**src/rtl/mcm_pkg.sv**
```systemverilog
// ----------------------------------------------------------------------------
// mcm_pkg
// Shared types, codes and bank math for the multicart bank and IRQ mapper.
// ----------------------------------------------------------------------------
package mcm_pkg;

	// input operation codes
	typedef enum logic [1:0] {
		OP_RESTART = 2'd0,
		OP_LOW     = 2'd1,
		OP_HIGH    = 2'd2,
		OP_TICK    = 2'd3
	} opcode_t;

	// result kinds
	localparam logic [1:0] KIND_PRG    = 2'd0;
	localparam logic [1:0] KIND_CHR    = 2'd1;
	localparam logic [1:0] KIND_MIRROR = 2'd2;
	localparam logic [1:0] KIND_IRQ    = 2'd3;

	// configuration register indexes
	localparam logic [1:0] CFG_PATCH_MODE = 2'd0;
	localparam logic [1:0] CFG_PRG_BANKS  = 2'd1;
	localparam logic [1:0] CFG_CHR_ROM    = 2'd2;

	localparam logic [1:0] PATCH_EIGHT = 2'd1;
	localparam logic [1:0] PATCH_IRQ   = 2'd2;

	// decoded high-region addresses
	localparam logic [15:0] HI_MASK      = 16'hE001;
	localparam logic [15:0] HI_BANK_SEL  = 16'h8000;
	localparam logic [15:0] HI_BANK_DATA = 16'h8001;
	localparam logic [15:0] HI_MIRROR    = 16'hA000;
	localparam logic [15:0] HI_IRQ_LATCH = 16'hC000;
	localparam logic [15:0] HI_IRQ_RELD  = 16'hC001;
	localparam logic [15:0] HI_IRQ_OFF   = 16'hE000;
	localparam logic [15:0] HI_IRQ_ON    = 16'hE001;

	localparam logic [7:0] PRG_MASK   = 8'h3F;
	localparam logic [7:0] BASE_EIGHT = 8'hC0;
	localparam logic [7:0] OFF_EIGHT  = 8'h30;
	localparam logic [7:0] OFF_NORMAL = 8'h10;
	localparam logic [7:0] IRQ_ODD_A  = 8'h29;
	localparam logic [7:0] IRQ_ODD_B  = 8'h70;
	localparam logic [7:0] IRQ_FIXED  = 8'h07;
	localparam logic [7:0] BANK_LAST2 = 8'd62;
	localparam logic [7:0] BANK_LAST1 = 8'd63;

	// where a program step takes its bank from
	typedef enum logic [1:0] {
		SRC_REGS    = 2'd0,
		SRC_APPLIED = 2'd1,
		SRC_DATA    = 2'd2,
		SRC_DIRECT  = 2'd3
	} prg_src_t;

	typedef enum logic [1:0] {
		CHR_NONE   = 2'd0,
		CHR_APPLY  = 2'd1,
		CHR_DIRECT = 2'd2
	} chr_job_t;

	typedef enum logic [1:0] {
		PH_PRG = 2'd0,
		PH_CHR = 2'd1,
		PH_ONE = 2'd2
	} phase_t;

	// work list of one input word
	typedef struct packed {
		logic [2:0] prg_n;
		logic [1:0] prg_start;
		prg_src_t   prg_src;
		chr_job_t   chr_job;
		logic       one;
		logic [1:0] one_kind;
		logic       one_val;
	} plan_t;

	// one emission step from the controller
	typedef struct packed {
		logic       emit;
		phase_t     phase;
		logic [2:0] idx;
		logic       last;
		prg_src_t   prg_src;
		chr_job_t   chr_job;
		logic [1:0] one_kind;
		logic       one_val;
	} step_t;

	function automatic logic [7:0] chr_mask(input logic [3:0] sel);
		logic [7:0] m;
		case (sel)
			4'd8:    m = 8'h01;
			4'd9:    m = 8'h03;
			4'd10:   m = 8'h07;
			4'd11:   m = 8'h0F;
			4'd12:   m = 8'h1F;
			4'd13:   m = 8'h3F;
			4'd14:   m = 8'h7F;
			4'd15:   m = 8'hFF;
			default: m = 8'h00;
		endcase
		return m;
	endfunction

endpackage

```
**src/rtl/multicart_bank_and_scanline_irq_mapper.sv**
```systemverilog
// ----------------------------------------------------------------------------
// multicart_bank_and_scanline_irq_mapper
// MMC3-style multicart mapper: CPU writes and scanline ticks in, bank
// mapping updates out.
// ----------------------------------------------------------------------------
// channel  | direction | handshake        | contents
// s_*      | in        | s_tvalid/tready  | CPU write, restart or tick word
// m_*      | out       | m_tvalid/tready  | bank / mirroring / irq update
// cfg_*    | in        | cfg_valid/ready  | patch mode, bank count, chr rom
//
// An input word is taken, then its updates leave one per cycle from the
// output register: up to twelve for restart or a low-region write. The
// sequencer walks one result list at a time. Output stalls hold the
// sequencer; a new word is taken once the last update of the previous
// one sits in the output register. Reset is asynchronous and sets the
// mapper to its power-on banks.
module multicart_bank_and_scanline_irq_mapper (
	input  logic        clk,
	input  logic        arst_n,
	input  logic        s_tvalid,
	output logic        s_tready,
	input  logic [31:0] s_tdata,   // address[15:0], write_data[23:16], rendering_visible[24]
	input  logic [1:0]  s_tuser,   // opcode[1:0]
	output logic        m_tvalid,
	input  logic        m_tready,
	output logic [15:0] m_tdata,   // slot[2:0], value[12:3]
	output logic [1:0]  m_tuser,   // update_kind[1:0]
	output logic        m_tlast,
	input  logic        cfg_valid,
	output logic        cfg_ready,
	input  logic [1:0]  cfg_index,
	input  logic [8:0]  cfg_data
);
	import mcm_pkg::*;

	plan_t      plan;
	step_t      step;
	logic       out_free;
	logic       in_fire;
	logic [2:0] slot;
	logic [9:0] value;

	assign cfg_ready = 1'b1;
	assign in_fire   = s_tvalid && s_tready;
	assign m_tdata   = {3'b000, value, slot};

	mcm_ctrl u_ctrl (
		.clk      (clk),
		.arst_n   (arst_n),
		.in_fire  (in_fire),
		.plan     (plan),
		.out_free (out_free),
		.in_ready (s_tready),
		.step     (step)
	);

	mcm_datapath u_dp (
		.clk               (clk),
		.arst_n            (arst_n),
		.cfg_fire          (cfg_valid),
		.cfg_index         (cfg_index),
		.cfg_data          (cfg_data),
		.in_fire           (in_fire),
		.opcode            (opcode_t'(s_tuser)),
		.address           (s_tdata[15:0]),
		.write_data        (s_tdata[23:16]),
		.rendering_visible (s_tdata[24]),
		.step              (step),
		.out_ready         (m_tready),
		.plan              (plan),
		.out_free          (out_free),
		.out_valid         (m_tvalid),
		.out_kind          (m_tuser),
		.out_slot          (slot),
		.out_value         (value),
		.out_last          (m_tlast)
	);

endmodule

```
**src/rtl/mcm_ctrl.sv**
```systemverilog
// ----------------------------------------------------------------------------
// mcm_ctrl
// Sequencer: takes the work list of an input word and steps out one
// result per cycle whenever the output register is free.
// ----------------------------------------------------------------------------
module mcm_ctrl (
	input  logic           clk,
	input  logic           arst_n,
	input  logic           in_fire,
	input  mcm_pkg::plan_t plan,
	input  logic           out_free,
	output logic           in_ready,
	output mcm_pkg::step_t step
);
	import mcm_pkg::*;

	typedef enum logic [1:0] {ST_IDLE, ST_PRG, ST_CHR, ST_ONE} state_t;

	state_t     state_q;
	plan_t      plan_q;
	logic [2:0] cnt_q;
	logic       go;
	logic       prg_end;

	assign in_ready = (state_q == ST_IDLE);
	assign go       = out_free && (state_q != ST_IDLE);
	assign prg_end  = (cnt_q == plan_q.prg_n - 3'd1);

	// step command
	always_comb begin
		step          = '0;
		step.emit     = go;
		step.prg_src  = plan_q.prg_src;
		step.chr_job  = plan_q.chr_job;
		step.one_kind = plan_q.one_kind;
		step.one_val  = plan_q.one_val;
		case (state_q)
			ST_PRG: begin
				step.phase = PH_PRG;
				step.idx   = {1'b0, plan_q.prg_start + cnt_q[1:0]};
				step.last  = prg_end && (plan_q.chr_job == CHR_NONE);
			end
			ST_CHR: begin
				step.phase = PH_CHR;
				step.idx   = cnt_q;
				step.last  = (cnt_q == 3'd7);
			end
			ST_ONE: begin
				step.phase = PH_ONE;
				step.last  = 1'b1;
			end
			default: step.phase = PH_ONE;
		endcase
	end

	// state machine
	always_ff @(posedge clk or negedge arst_n) begin
		if (!arst_n) begin
			state_q <= ST_IDLE;
			plan_q  <= '0;
			cnt_q   <= '0;
		end else begin
			case (state_q)
				ST_IDLE: begin
					if (in_fire) begin
						plan_q <= plan;
						cnt_q  <= '0;
						if (plan.prg_n != 3'd0)          state_q <= ST_PRG;
						else if (plan.chr_job != CHR_NONE) state_q <= ST_CHR;
						else if (plan.one)               state_q <= ST_ONE;
					end
				end
				ST_PRG: begin
					if (go) begin
						if (prg_end) begin
							cnt_q   <= '0;
							state_q <= (plan_q.chr_job != CHR_NONE) ? ST_CHR : ST_IDLE;
						end else begin
							cnt_q <= cnt_q + 3'd1;
						end
					end
				end
				ST_CHR: begin
					if (go) begin
						cnt_q <= cnt_q + 3'd1;
						if (cnt_q == 3'd7) state_q <= ST_IDLE;
					end
				end
				ST_ONE: begin
					if (go) state_q <= ST_IDLE;
				end
				default: state_q <= ST_IDLE;
			endcase
		end
	end

endmodule

```
**src/rtl/mcm_datapath.sv**
```systemverilog
// ----------------------------------------------------------------------------
// mcm_datapath
// Mapper registers, IRQ counter, work-list decode, bank math and the
// output register.
// ----------------------------------------------------------------------------
module mcm_datapath (
	input  logic             clk,
	input  logic             arst_n,
	input  logic             cfg_fire,
	input  logic [1:0]       cfg_index,
	input  logic [8:0]       cfg_data,
	input  logic             in_fire,
	input  mcm_pkg::opcode_t opcode,
	input  logic [15:0]      address,
	input  logic [7:0]       write_data,
	input  logic             rendering_visible,
	input  mcm_pkg::step_t   step,
	input  logic             out_ready,
	output mcm_pkg::plan_t   plan,
	output logic             out_free,
	output logic             out_valid,
	output logic [1:0]       out_kind,
	output logic [2:0]       out_slot,
	output logic [9:0]       out_value,
	output logic             out_last
);
	import mcm_pkg::*;

	// configuration
	logic [1:0] patch_q;
	logic [8:0] banks_q;
	logic       chr_rom_q;

	// mapper state
	logic [7:0] outer_q [4];
	logic [1:0] outer_idx_q;
	logic [7:0] bank_sel_q;
	logic [7:0] prg_q [4];
	logic [7:0] aprg_q [4];
	logic [7:0] chr_q [8];
	logic [9:0] achr_q [8];
	logic       irq_en_q;
	logic [7:0] irq_cnt_q;
	logic [7:0] irq_rel_q;
	logic       rel_pend_q;
	logic       cleared_q;
	logic [7:0] data_q;

	logic [15:0] hi_addr;
	logic [7:0]  irq_data;
	logic [7:0]  init_prg2, init_prg3;
	logic [8:0]  banks_m2, banks_m1;
	logic [1:0]  page;
	logic [7:0]  prg_bank, prg_val;
	logic [2:0]  chr_j;
	logic [7:0]  base, off8;
	logic [9:0]  chr_val;
	logic [9:0]  val;

	logic       out_valid_q, out_last_q;
	logic [1:0] out_kind_q;
	logic [2:0] out_slot_q;
	logic [9:0] out_value_q;

	assign hi_addr   = address & HI_MASK;
	assign irq_data  = (patch_q == PATCH_IRQ && (write_data == IRQ_ODD_A ||
	                   write_data == IRQ_ODD_B)) ? IRQ_FIXED : write_data;
	assign banks_m2  = banks_q - 9'd2;
	assign banks_m1  = banks_q - 9'd1;
	assign init_prg2 = (patch_q == PATCH_EIGHT) ? BANK_LAST2 : banks_m2[7:0];
	assign init_prg3 = (patch_q == PATCH_EIGHT) ? BANK_LAST1 : banks_m1[7:0];

	// work list for the incoming word
	always_comb begin
		plan = '0;
		plan.prg_src = SRC_REGS;
		plan.chr_job = CHR_NONE;
		case (opcode)
			OP_RESTART: begin
				plan.prg_n   = 3'd4;
				plan.prg_src = SRC_DIRECT;
				plan.chr_job = CHR_DIRECT;
			end
			OP_LOW: begin
				if (!outer_q[3][6]) begin
					plan.prg_n   = 3'd4;
					plan.chr_job = CHR_APPLY;
				end
			end
			OP_HIGH: begin
				case (hi_addr)
					HI_BANK_SEL: begin
						plan.prg_src = SRC_APPLIED;
						if (write_data[6] != bank_sel_q[6]) plan.prg_n = 3'd2;
						if (chr_rom_q && write_data[7] != bank_sel_q[7])
							plan.chr_job = CHR_DIRECT;
					end
					HI_BANK_DATA: begin
						plan.prg_src = SRC_DATA;
						case (bank_sel_q[2:0])
							3'd6: begin
								plan.prg_n     = 3'd1;
								plan.prg_start = bank_sel_q[6] ? 2'd2 : 2'd0;
							end
							3'd7: begin
								plan.prg_n     = 3'd1;
								plan.prg_start = 2'd1;
							end
							default: plan.chr_job = CHR_APPLY;
						endcase
					end
					HI_MIRROR: begin
						plan.one      = 1'b1;
						plan.one_kind = KIND_MIRROR;
						plan.one_val  = write_data[0];
					end
					HI_IRQ_OFF: begin
						plan.one      = 1'b1;
						plan.one_kind = KIND_IRQ;
					end
					default: plan.one = 1'b0;
				endcase
			end
			OP_TICK: begin
				plan.one      = rendering_visible && irq_cnt_q == 8'd1 && irq_en_q;
				plan.one_kind = KIND_IRQ;
				plan.one_val  = 1'b1;
			end
			default: plan.one = 1'b0;
		endcase
	end

	// program bank math
	assign page = step.idx[1:0];
	always_comb begin
		case (step.prg_src)
			SRC_REGS:    prg_bank = prg_q[page];
			SRC_APPLIED: prg_bank = aprg_q[page];
			SRC_DATA:    prg_bank = data_q;
			default:     prg_bank = aprg_q[page];
		endcase
	end
	assign prg_val = ((prg_bank & ~{2'b00, outer_q[3][5:0]}) & PRG_MASK) | outer_q[1];

	// character bank math
	assign chr_j   = step.idx ^ {bank_sel_q[7], 2'b00};
	assign base    = outer_q[0] & ((patch_q == PATCH_EIGHT) ? BASE_EIGHT : 8'hFF);
	assign off8    = outer_q[2] & ((patch_q == PATCH_EIGHT) ? OFF_EIGHT : OFF_NORMAL);
	assign chr_val = {2'b00, (chr_q[chr_j] & chr_mask(outer_q[2][3:0])) | base}
	                 + {off8[5:0], 4'b0000};

	always_comb begin
		case (step.phase)
			PH_PRG:  val = (step.prg_src == SRC_DIRECT) ? {2'b00, aprg_q[page]}
			                                            : {2'b00, prg_val};
			PH_CHR:  val = (step.chr_job == CHR_DIRECT) ? achr_q[step.idx] : chr_val;
			default: val = {9'd0, step.one_val};
		endcase
	end

	// configuration and mapper state
	always_ff @(posedge clk or negedge arst_n) begin
		if (!arst_n) begin
			patch_q     <= '0;
			banks_q     <= 9'd64;
			chr_rom_q   <= 1'b1;
			outer_idx_q <= '0;
			bank_sel_q  <= '0;
			irq_en_q    <= 1'b0;
			irq_cnt_q   <= '0;
			irq_rel_q   <= '0;
			rel_pend_q  <= 1'b0;
			cleared_q   <= 1'b0;
			data_q      <= '0;
			for (int i = 0; i < 4; i++) begin
				outer_q[i] <= '0;
				prg_q[i]   <= (i == 2) ? BANK_LAST2 : (i == 3) ? BANK_LAST1 : 8'(i);
				aprg_q[i]  <= (i == 2) ? BANK_LAST2 : (i == 3) ? BANK_LAST1 : 8'(i);
			end
			for (int i = 0; i < 8; i++) begin
				chr_q[i]  <= 8'(i);
				achr_q[i] <= 10'(i);
			end
		end else begin
			if (cfg_fire) begin
				case (cfg_index)
					CFG_PATCH_MODE: patch_q   <= cfg_data[1:0];
					CFG_PRG_BANKS:  banks_q   <= cfg_data;
					CFG_CHR_ROM:    chr_rom_q <= cfg_data[0];
					default:        ;
				endcase
			end
			if (in_fire) begin
				data_q <= write_data;
				case (opcode)
					OP_RESTART: begin
						outer_idx_q <= '0;
						bank_sel_q  <= '0;
						irq_en_q    <= 1'b0;
						irq_cnt_q   <= '0;
						irq_rel_q   <= '0;
						rel_pend_q  <= 1'b0;
						cleared_q   <= 1'b0;
						for (int i = 0; i < 4; i++) outer_q[i] <= '0;
						prg_q[0]  <= 8'd0;
						prg_q[1]  <= 8'd1;
						prg_q[2]  <= init_prg2;
						prg_q[3]  <= init_prg3;
						aprg_q[0] <= 8'd0;
						aprg_q[1] <= 8'd1;
						aprg_q[2] <= init_prg2;
						aprg_q[3] <= init_prg3;
						for (int i = 0; i < 8; i++) begin
							chr_q[i]  <= 8'(i);
							achr_q[i] <= 10'(i);
						end
					end
					OP_LOW: begin
						if (!outer_q[3][6]) begin
							outer_q[outer_idx_q] <= write_data;
							outer_idx_q          <= outer_idx_q + 2'd1;
						end
					end
					OP_HIGH: begin
						case (hi_addr)
							HI_BANK_SEL: begin
								if (write_data[6] != bank_sel_q[6]) begin
									prg_q[0]  <= prg_q[2];
									prg_q[2]  <= prg_q[0];
									aprg_q[0] <= aprg_q[2];
									aprg_q[2] <= aprg_q[0];
								end
								if (chr_rom_q && write_data[7] != bank_sel_q[7]) begin
									for (int i = 0; i < 4; i++) begin
										chr_q[i]      <= chr_q[i + 4];
										chr_q[i + 4]  <= chr_q[i];
										achr_q[i]     <= achr_q[i + 4];
										achr_q[i + 4] <= achr_q[i];
									end
								end
								bank_sel_q <= write_data;
							end
							HI_BANK_DATA: begin
								case (bank_sel_q[2:0])
									3'd0: begin
										chr_q[0] <= {write_data[7:1], 1'b0};
										chr_q[1] <= {write_data[7:1], 1'b1};
									end
									3'd1: begin
										chr_q[2] <= {write_data[7:1], 1'b0};
										chr_q[3] <= {write_data[7:1], 1'b1};
									end
									3'd6: begin
										if (bank_sel_q[6]) prg_q[2] <= write_data & PRG_MASK;
										else               prg_q[0] <= write_data & PRG_MASK;
									end
									3'd7: prg_q[1] <= write_data & PRG_MASK;
									default: chr_q[bank_sel_q[2:0] + 3'd2] <= write_data;
								endcase
							end
							HI_IRQ_LATCH: begin
								irq_rel_q <= irq_data;
								if (cleared_q) begin
									irq_cnt_q  <= irq_data;
									rel_pend_q <= 1'b0;
								end else begin
									rel_pend_q <= 1'b1;
								end
							end
							HI_IRQ_RELD: irq_cnt_q <= irq_rel_q;
							HI_IRQ_OFF: begin
								irq_en_q  <= 1'b0;
								cleared_q <= 1'b1;
							end
							HI_IRQ_ON: begin
								irq_en_q <= 1'b1;
								if (rel_pend_q) irq_cnt_q <= irq_rel_q;
							end
							default: ;
						endcase
					end
					OP_TICK: begin
						cleared_q <= 1'b0;
						if (rendering_visible && irq_cnt_q != 8'd0)
							irq_cnt_q <= irq_cnt_q - 8'd1;
					end
					default: ;
				endcase
			end
			// applied banks follow the emitted steps
			if (step.emit) begin
				if (step.phase == PH_PRG && step.prg_src != SRC_DIRECT)
					aprg_q[page] <= prg_val;
				if (step.phase == PH_CHR && step.chr_job == CHR_APPLY)
					achr_q[chr_j] <= chr_val;
			end
		end
	end

	// output register
	assign out_free = !out_valid_q || out_ready;
	always_ff @(posedge clk or negedge arst_n) begin
		if (!arst_n) begin
			out_valid_q <= 1'b0;
		end else if (step.emit) begin
			out_valid_q <= 1'b1;
		end else if (out_ready) begin
			out_valid_q <= 1'b0;
		end
	end

	always_ff @(posedge clk) begin
		if (step.emit) begin
			case (step.phase)
				PH_PRG:  out_kind_q <= KIND_PRG;
				PH_CHR:  out_kind_q <= KIND_CHR;
				default: out_kind_q <= step.one_kind;
			endcase
			out_slot_q  <= (step.phase == PH_ONE) ? 3'd0 : step.idx;
			out_value_q <= val;
			out_last_q  <= step.last;
		end
	end

	assign out_valid = out_valid_q;
	assign out_kind  = out_kind_q;
	assign out_slot  = out_slot_q;
	assign out_value = out_value_q;
	assign out_last  = out_last_q;

endmodule

```
**config.mk**
```make
export PLATFORM = sky130hd
export DESIGN_NAME = multicart_bank_and_scanline_irq_mapper
export DESIGN_NICKNAME = d
export VERILOG_FILES = /design/src/rtl/mcm_pkg.sv /design/src/rtl/multicart_bank_and_scanline_irq_mapper.sv /design/src/rtl/mcm_ctrl.sv /design/src/rtl/mcm_datapath.sv
export SDC_FILE = /design/constraint.sdc
export NUM_CORES = 1
export LEC_CHECK = 0
export BUFFER_PORTS_ARGS = -buffer_cell sky130_fd_sc_hd__buf_4
export CAP_MARGIN = 20
export CORE_AREA = 2 2 156 272
export DETAILED_ROUTE_END_ITERATION = 8
export DIE_AREA = 0 0 158 274
export GPL_TIMING_DRIVEN = 0
export SLEW_MARGIN = 20
export SYNTH_ARGS = -nofsm -noshare
export SYNTH_HDL_FRONTEND = slang
export SYNTH_SLANG_ARGS = --single-unit
```
**constraint.sdc**
```tcl
create_clock -name clk -period 8.2 [get_ports clk]
set_clock_uncertainty 0.15 [all_clocks]
set_input_delay 1.64 -clock clk [delete_from_list [all_inputs] [get_ports clk]]
set_output_delay 1.64 -clock clk [all_outputs]
set_load 0.02 [all_outputs]
```
==> results.toml <==
[run_status]
status = "completed"

[placement]
place_congestion = 1.00
dp_cells = 2453
dp_hpwl_um = 51600
place_area_um2 = 18100
io_buffers = 40

[logic_synthesis]
synth_area_um2 = 17000
synth.distinct_cells = 92
synthMuxAreaShare = 0.0351
yosys.area_share.xor_xnor = 0.0108
avgSynthCellArea_um2 = 9.19
synth_compound_area_frac = 0.281
synthAdderAreaFrac = 0.0169
syn_inst = 1852
synth-seq-area-share = 0.458
ys.flop_type = "dfrtp_1"
async_flop_share = 0.948
synthSimpleGateAreaFrac = 0.147
synth_top_family_by_area = "compound AO/OA/AOI/OAI gates"
ys_ff_latch = 306
synth_enable_flop_cells = 16
ys_warn_count = 0

[clocking]
clock_latency_ns = 0.61
ctsHoldBuffers = 0
cts.sinks = 306
htreeDepth = 1
cts_setup_buffers = 0
cts_buffers = 31
cts_tree = "done"
clk_pin_slew_ns = 0.06
clock-root-buffer = "clkbuf_16"
cts_resized = 0
cts_max_path_buffers = 3

[power]
p_sw_mw = 2.63
p_per_area_nw_per_um2 = 330
p_comb_frac = 0.374
p_clk_frac = 0.241
swShare = 0.415
intPower_mw = 3.71
ir_drop_mv = 0.159
seqPwrFrac = 0.385
p_leak_nw = 7.78

[floorplanning]
num_io_pins = 72
dieWidth_um = 158
start_util = 0.411
die_h_um = 274
rows = 99
dieArea_um2 = 43300
fp.coreArea_um2 = 41400

[layout]
nNetsFinal = 2004
final_util = 0.464
stdcell_count = 2511
final_cell_mix = "nand2_1, dfrtp_1, o21ai_0, a21oi_1, clkbuf_1"
fin_area_um2 = 19200
drive_above_1_share = 0.124
final_common_cell = "nand2_1"
syn2layout_area_growth_pct = 12.9

[setup_path]
critPathMaxFanout = 10
ff2ff_path_depth = 12
end_kind = "flip-flop"
worst_ep_arrival_time_ns = 4.54
critPathLaunchType = "flip-flop"
required_ns = 8.38
crit_type = "flip-flop to flip-flop"

[timing]
drv_slew = 0
tns_ns = 0
setup_violations = 0
relSlewSlack = 0.308
layout_min_cycle_time_ns = 4.36
rsz0062_at_grt = "no"
finalHoldViolCount = 0
worst_pin_slew_ns = 1.04
fin_crit_sh = 0.532
fmax_mhz = 229

[grt]
grt-ovfl-total = 0
track_usage = 0.323
grt_pass1_wl_um = 103000
antenna_found_initial = 2
grt_pass1_vias = 16000
grt_max_degree = 86

[drt]
ant_nets = 0
drc = 0
vias = 16400
drtPass1Iterations = 6
drt_iter0_drc = 1791
wl_per_cell_um = 27.8
wirelength_um = 69800
vias_per_cell = 6.51

[worst_hold_path]
holdPathStages = 2
min_path_type = "flip-flop to flip-flop"

[job]
cap_viol_max_count = 0
[power groups by stage]
stage                     registers [mW]  logic (mW)  clock network [mW]
final                               2.44        2.37                1.53
after global routing                2.47        2.54                1.59
after CTS                           2.42        2.32                1.53
after detailed placement            2.44        2.31                   0
after global placement              2.42        2.26                   0
after floorplan                     2.33        1.47                   0
[state kept, by name, indices dropped and copies added (netlist names), 6 cells and up]
| register | flops |
|---|---|
| u_dp.achr_q | 80 |
| u_dp.chr_q | 64 |
| u_dp.aprg_q | 32 |
| u_dp.outer_q | 29 |
| u_dp.prg_q | 24 |
| u_dp.out_value | 10 |
| u_dp.banks_q | 8 |
| u_dp.irq_cnt_q | 8 |
| u_dp.irq_rel_q | 8 |
| u_ctrl.step | 7 |
| u_dp.data_q | 6 |
[logic make-up after synthesis]
family	Yosys count
xor gates and xnor gates	21
adders and majority gates	23
AOI/OAI and AO/OA	696
buffers and inverters	204
and+or+nand+nor	543
other	2
muxes	57
DFF	306
[cells in the mapped netlist (44+ instances only)]
cell | n | area [µm²]
nand2_1 | 262 | 983
dfrtp_1 | 240 | 6010
o21ai_0 | 123 | 616
a21oi_1 | 117 | 586
clkbuf_1 | 105 | 394
nor2_1 | 92 | 345
a22oi_1 | 66 | 495
a221oi_1 | 54 | 473
o21ai_1 | 52 | 260
dfstp_2 | 50 | 1310
nand3_1 | 50 | 250
a31oi_1 | 46 | 288
a22o_1 | 44 | 385
[per-stage QoR]
stage	hold WS, ns	setup slack (ns)	power, mW
2_1_floorplan	0.293	4.56	3.80
3_3_place_gp	0.310	2.67	4.69
3_5_place_dp	0.316	3.48	4.75
4_1_cts	0.331	3.93	6.27
5_1_grt	0.366	3.81	6.61
6_report	0.331	3.84	6.33
[path summary, 6_finish.rpt]
path / startpoint / endpoint / slack (ns)
setup / recovery: u_ctrl.state_q[1] / u_dp.out_value[6] / 3.84
hold / removal: u_ctrl.plan_q[11] / u_ctrl.plan_q[11] / 0.33
setup reg to reg: u_ctrl.state_q[1] / u_dp.out_value[6] / 3.84
hold reg to reg: u_ctrl.plan_q[11] / u_ctrl.plan_q[11] / 0.33
max in group asynchronous: arst_n / u_dp.chr_rom_q / 5.47
min in group asynchronous: arst_n / u_dp.achr_q[5] / 0.81
[layout make-up]
class | instances | area, µm²
multi-input cells | 1344 | 8400
repair buffers | 44 | 398
flip-flops and latches | 306 | 7800
well taps | 555 | 694
clock buffers | 46 | 945
diodes | 1 | 2.50
clock inverters | 11 | 119
fillers | 4088 | 22200
plain buffers | 163 | 697
inverters | 41 | 154
[per-layer routing]
metal	GRT usage	wire length, µm	up-vias	part of all wire
li1	-	-	7062	-
met1	0.347	23500	7996	0.34
met2	0.563	35400	971	0.51
met3	0.0431	4190	319	0.060
met4	0.255	6650	2	0.095
met5	0	50	-	0.00072
[critical path: stages (launching register included)]
cell      delay (ns)
dfrtp_1         0.43
inv_1           0.09
ha_1            0.27
buf_4           0.17
clkinv_1        0.55
a211oi_2        0.68
buf_2           0.33
nand2_2         0.25
buf_2           0.29
o221ai_1        0.33
o221ai_1        0.18
o221ai_1        0.25
o21ai_1         0.11
No activity file was read; power rests on OpenSTA's default activity.
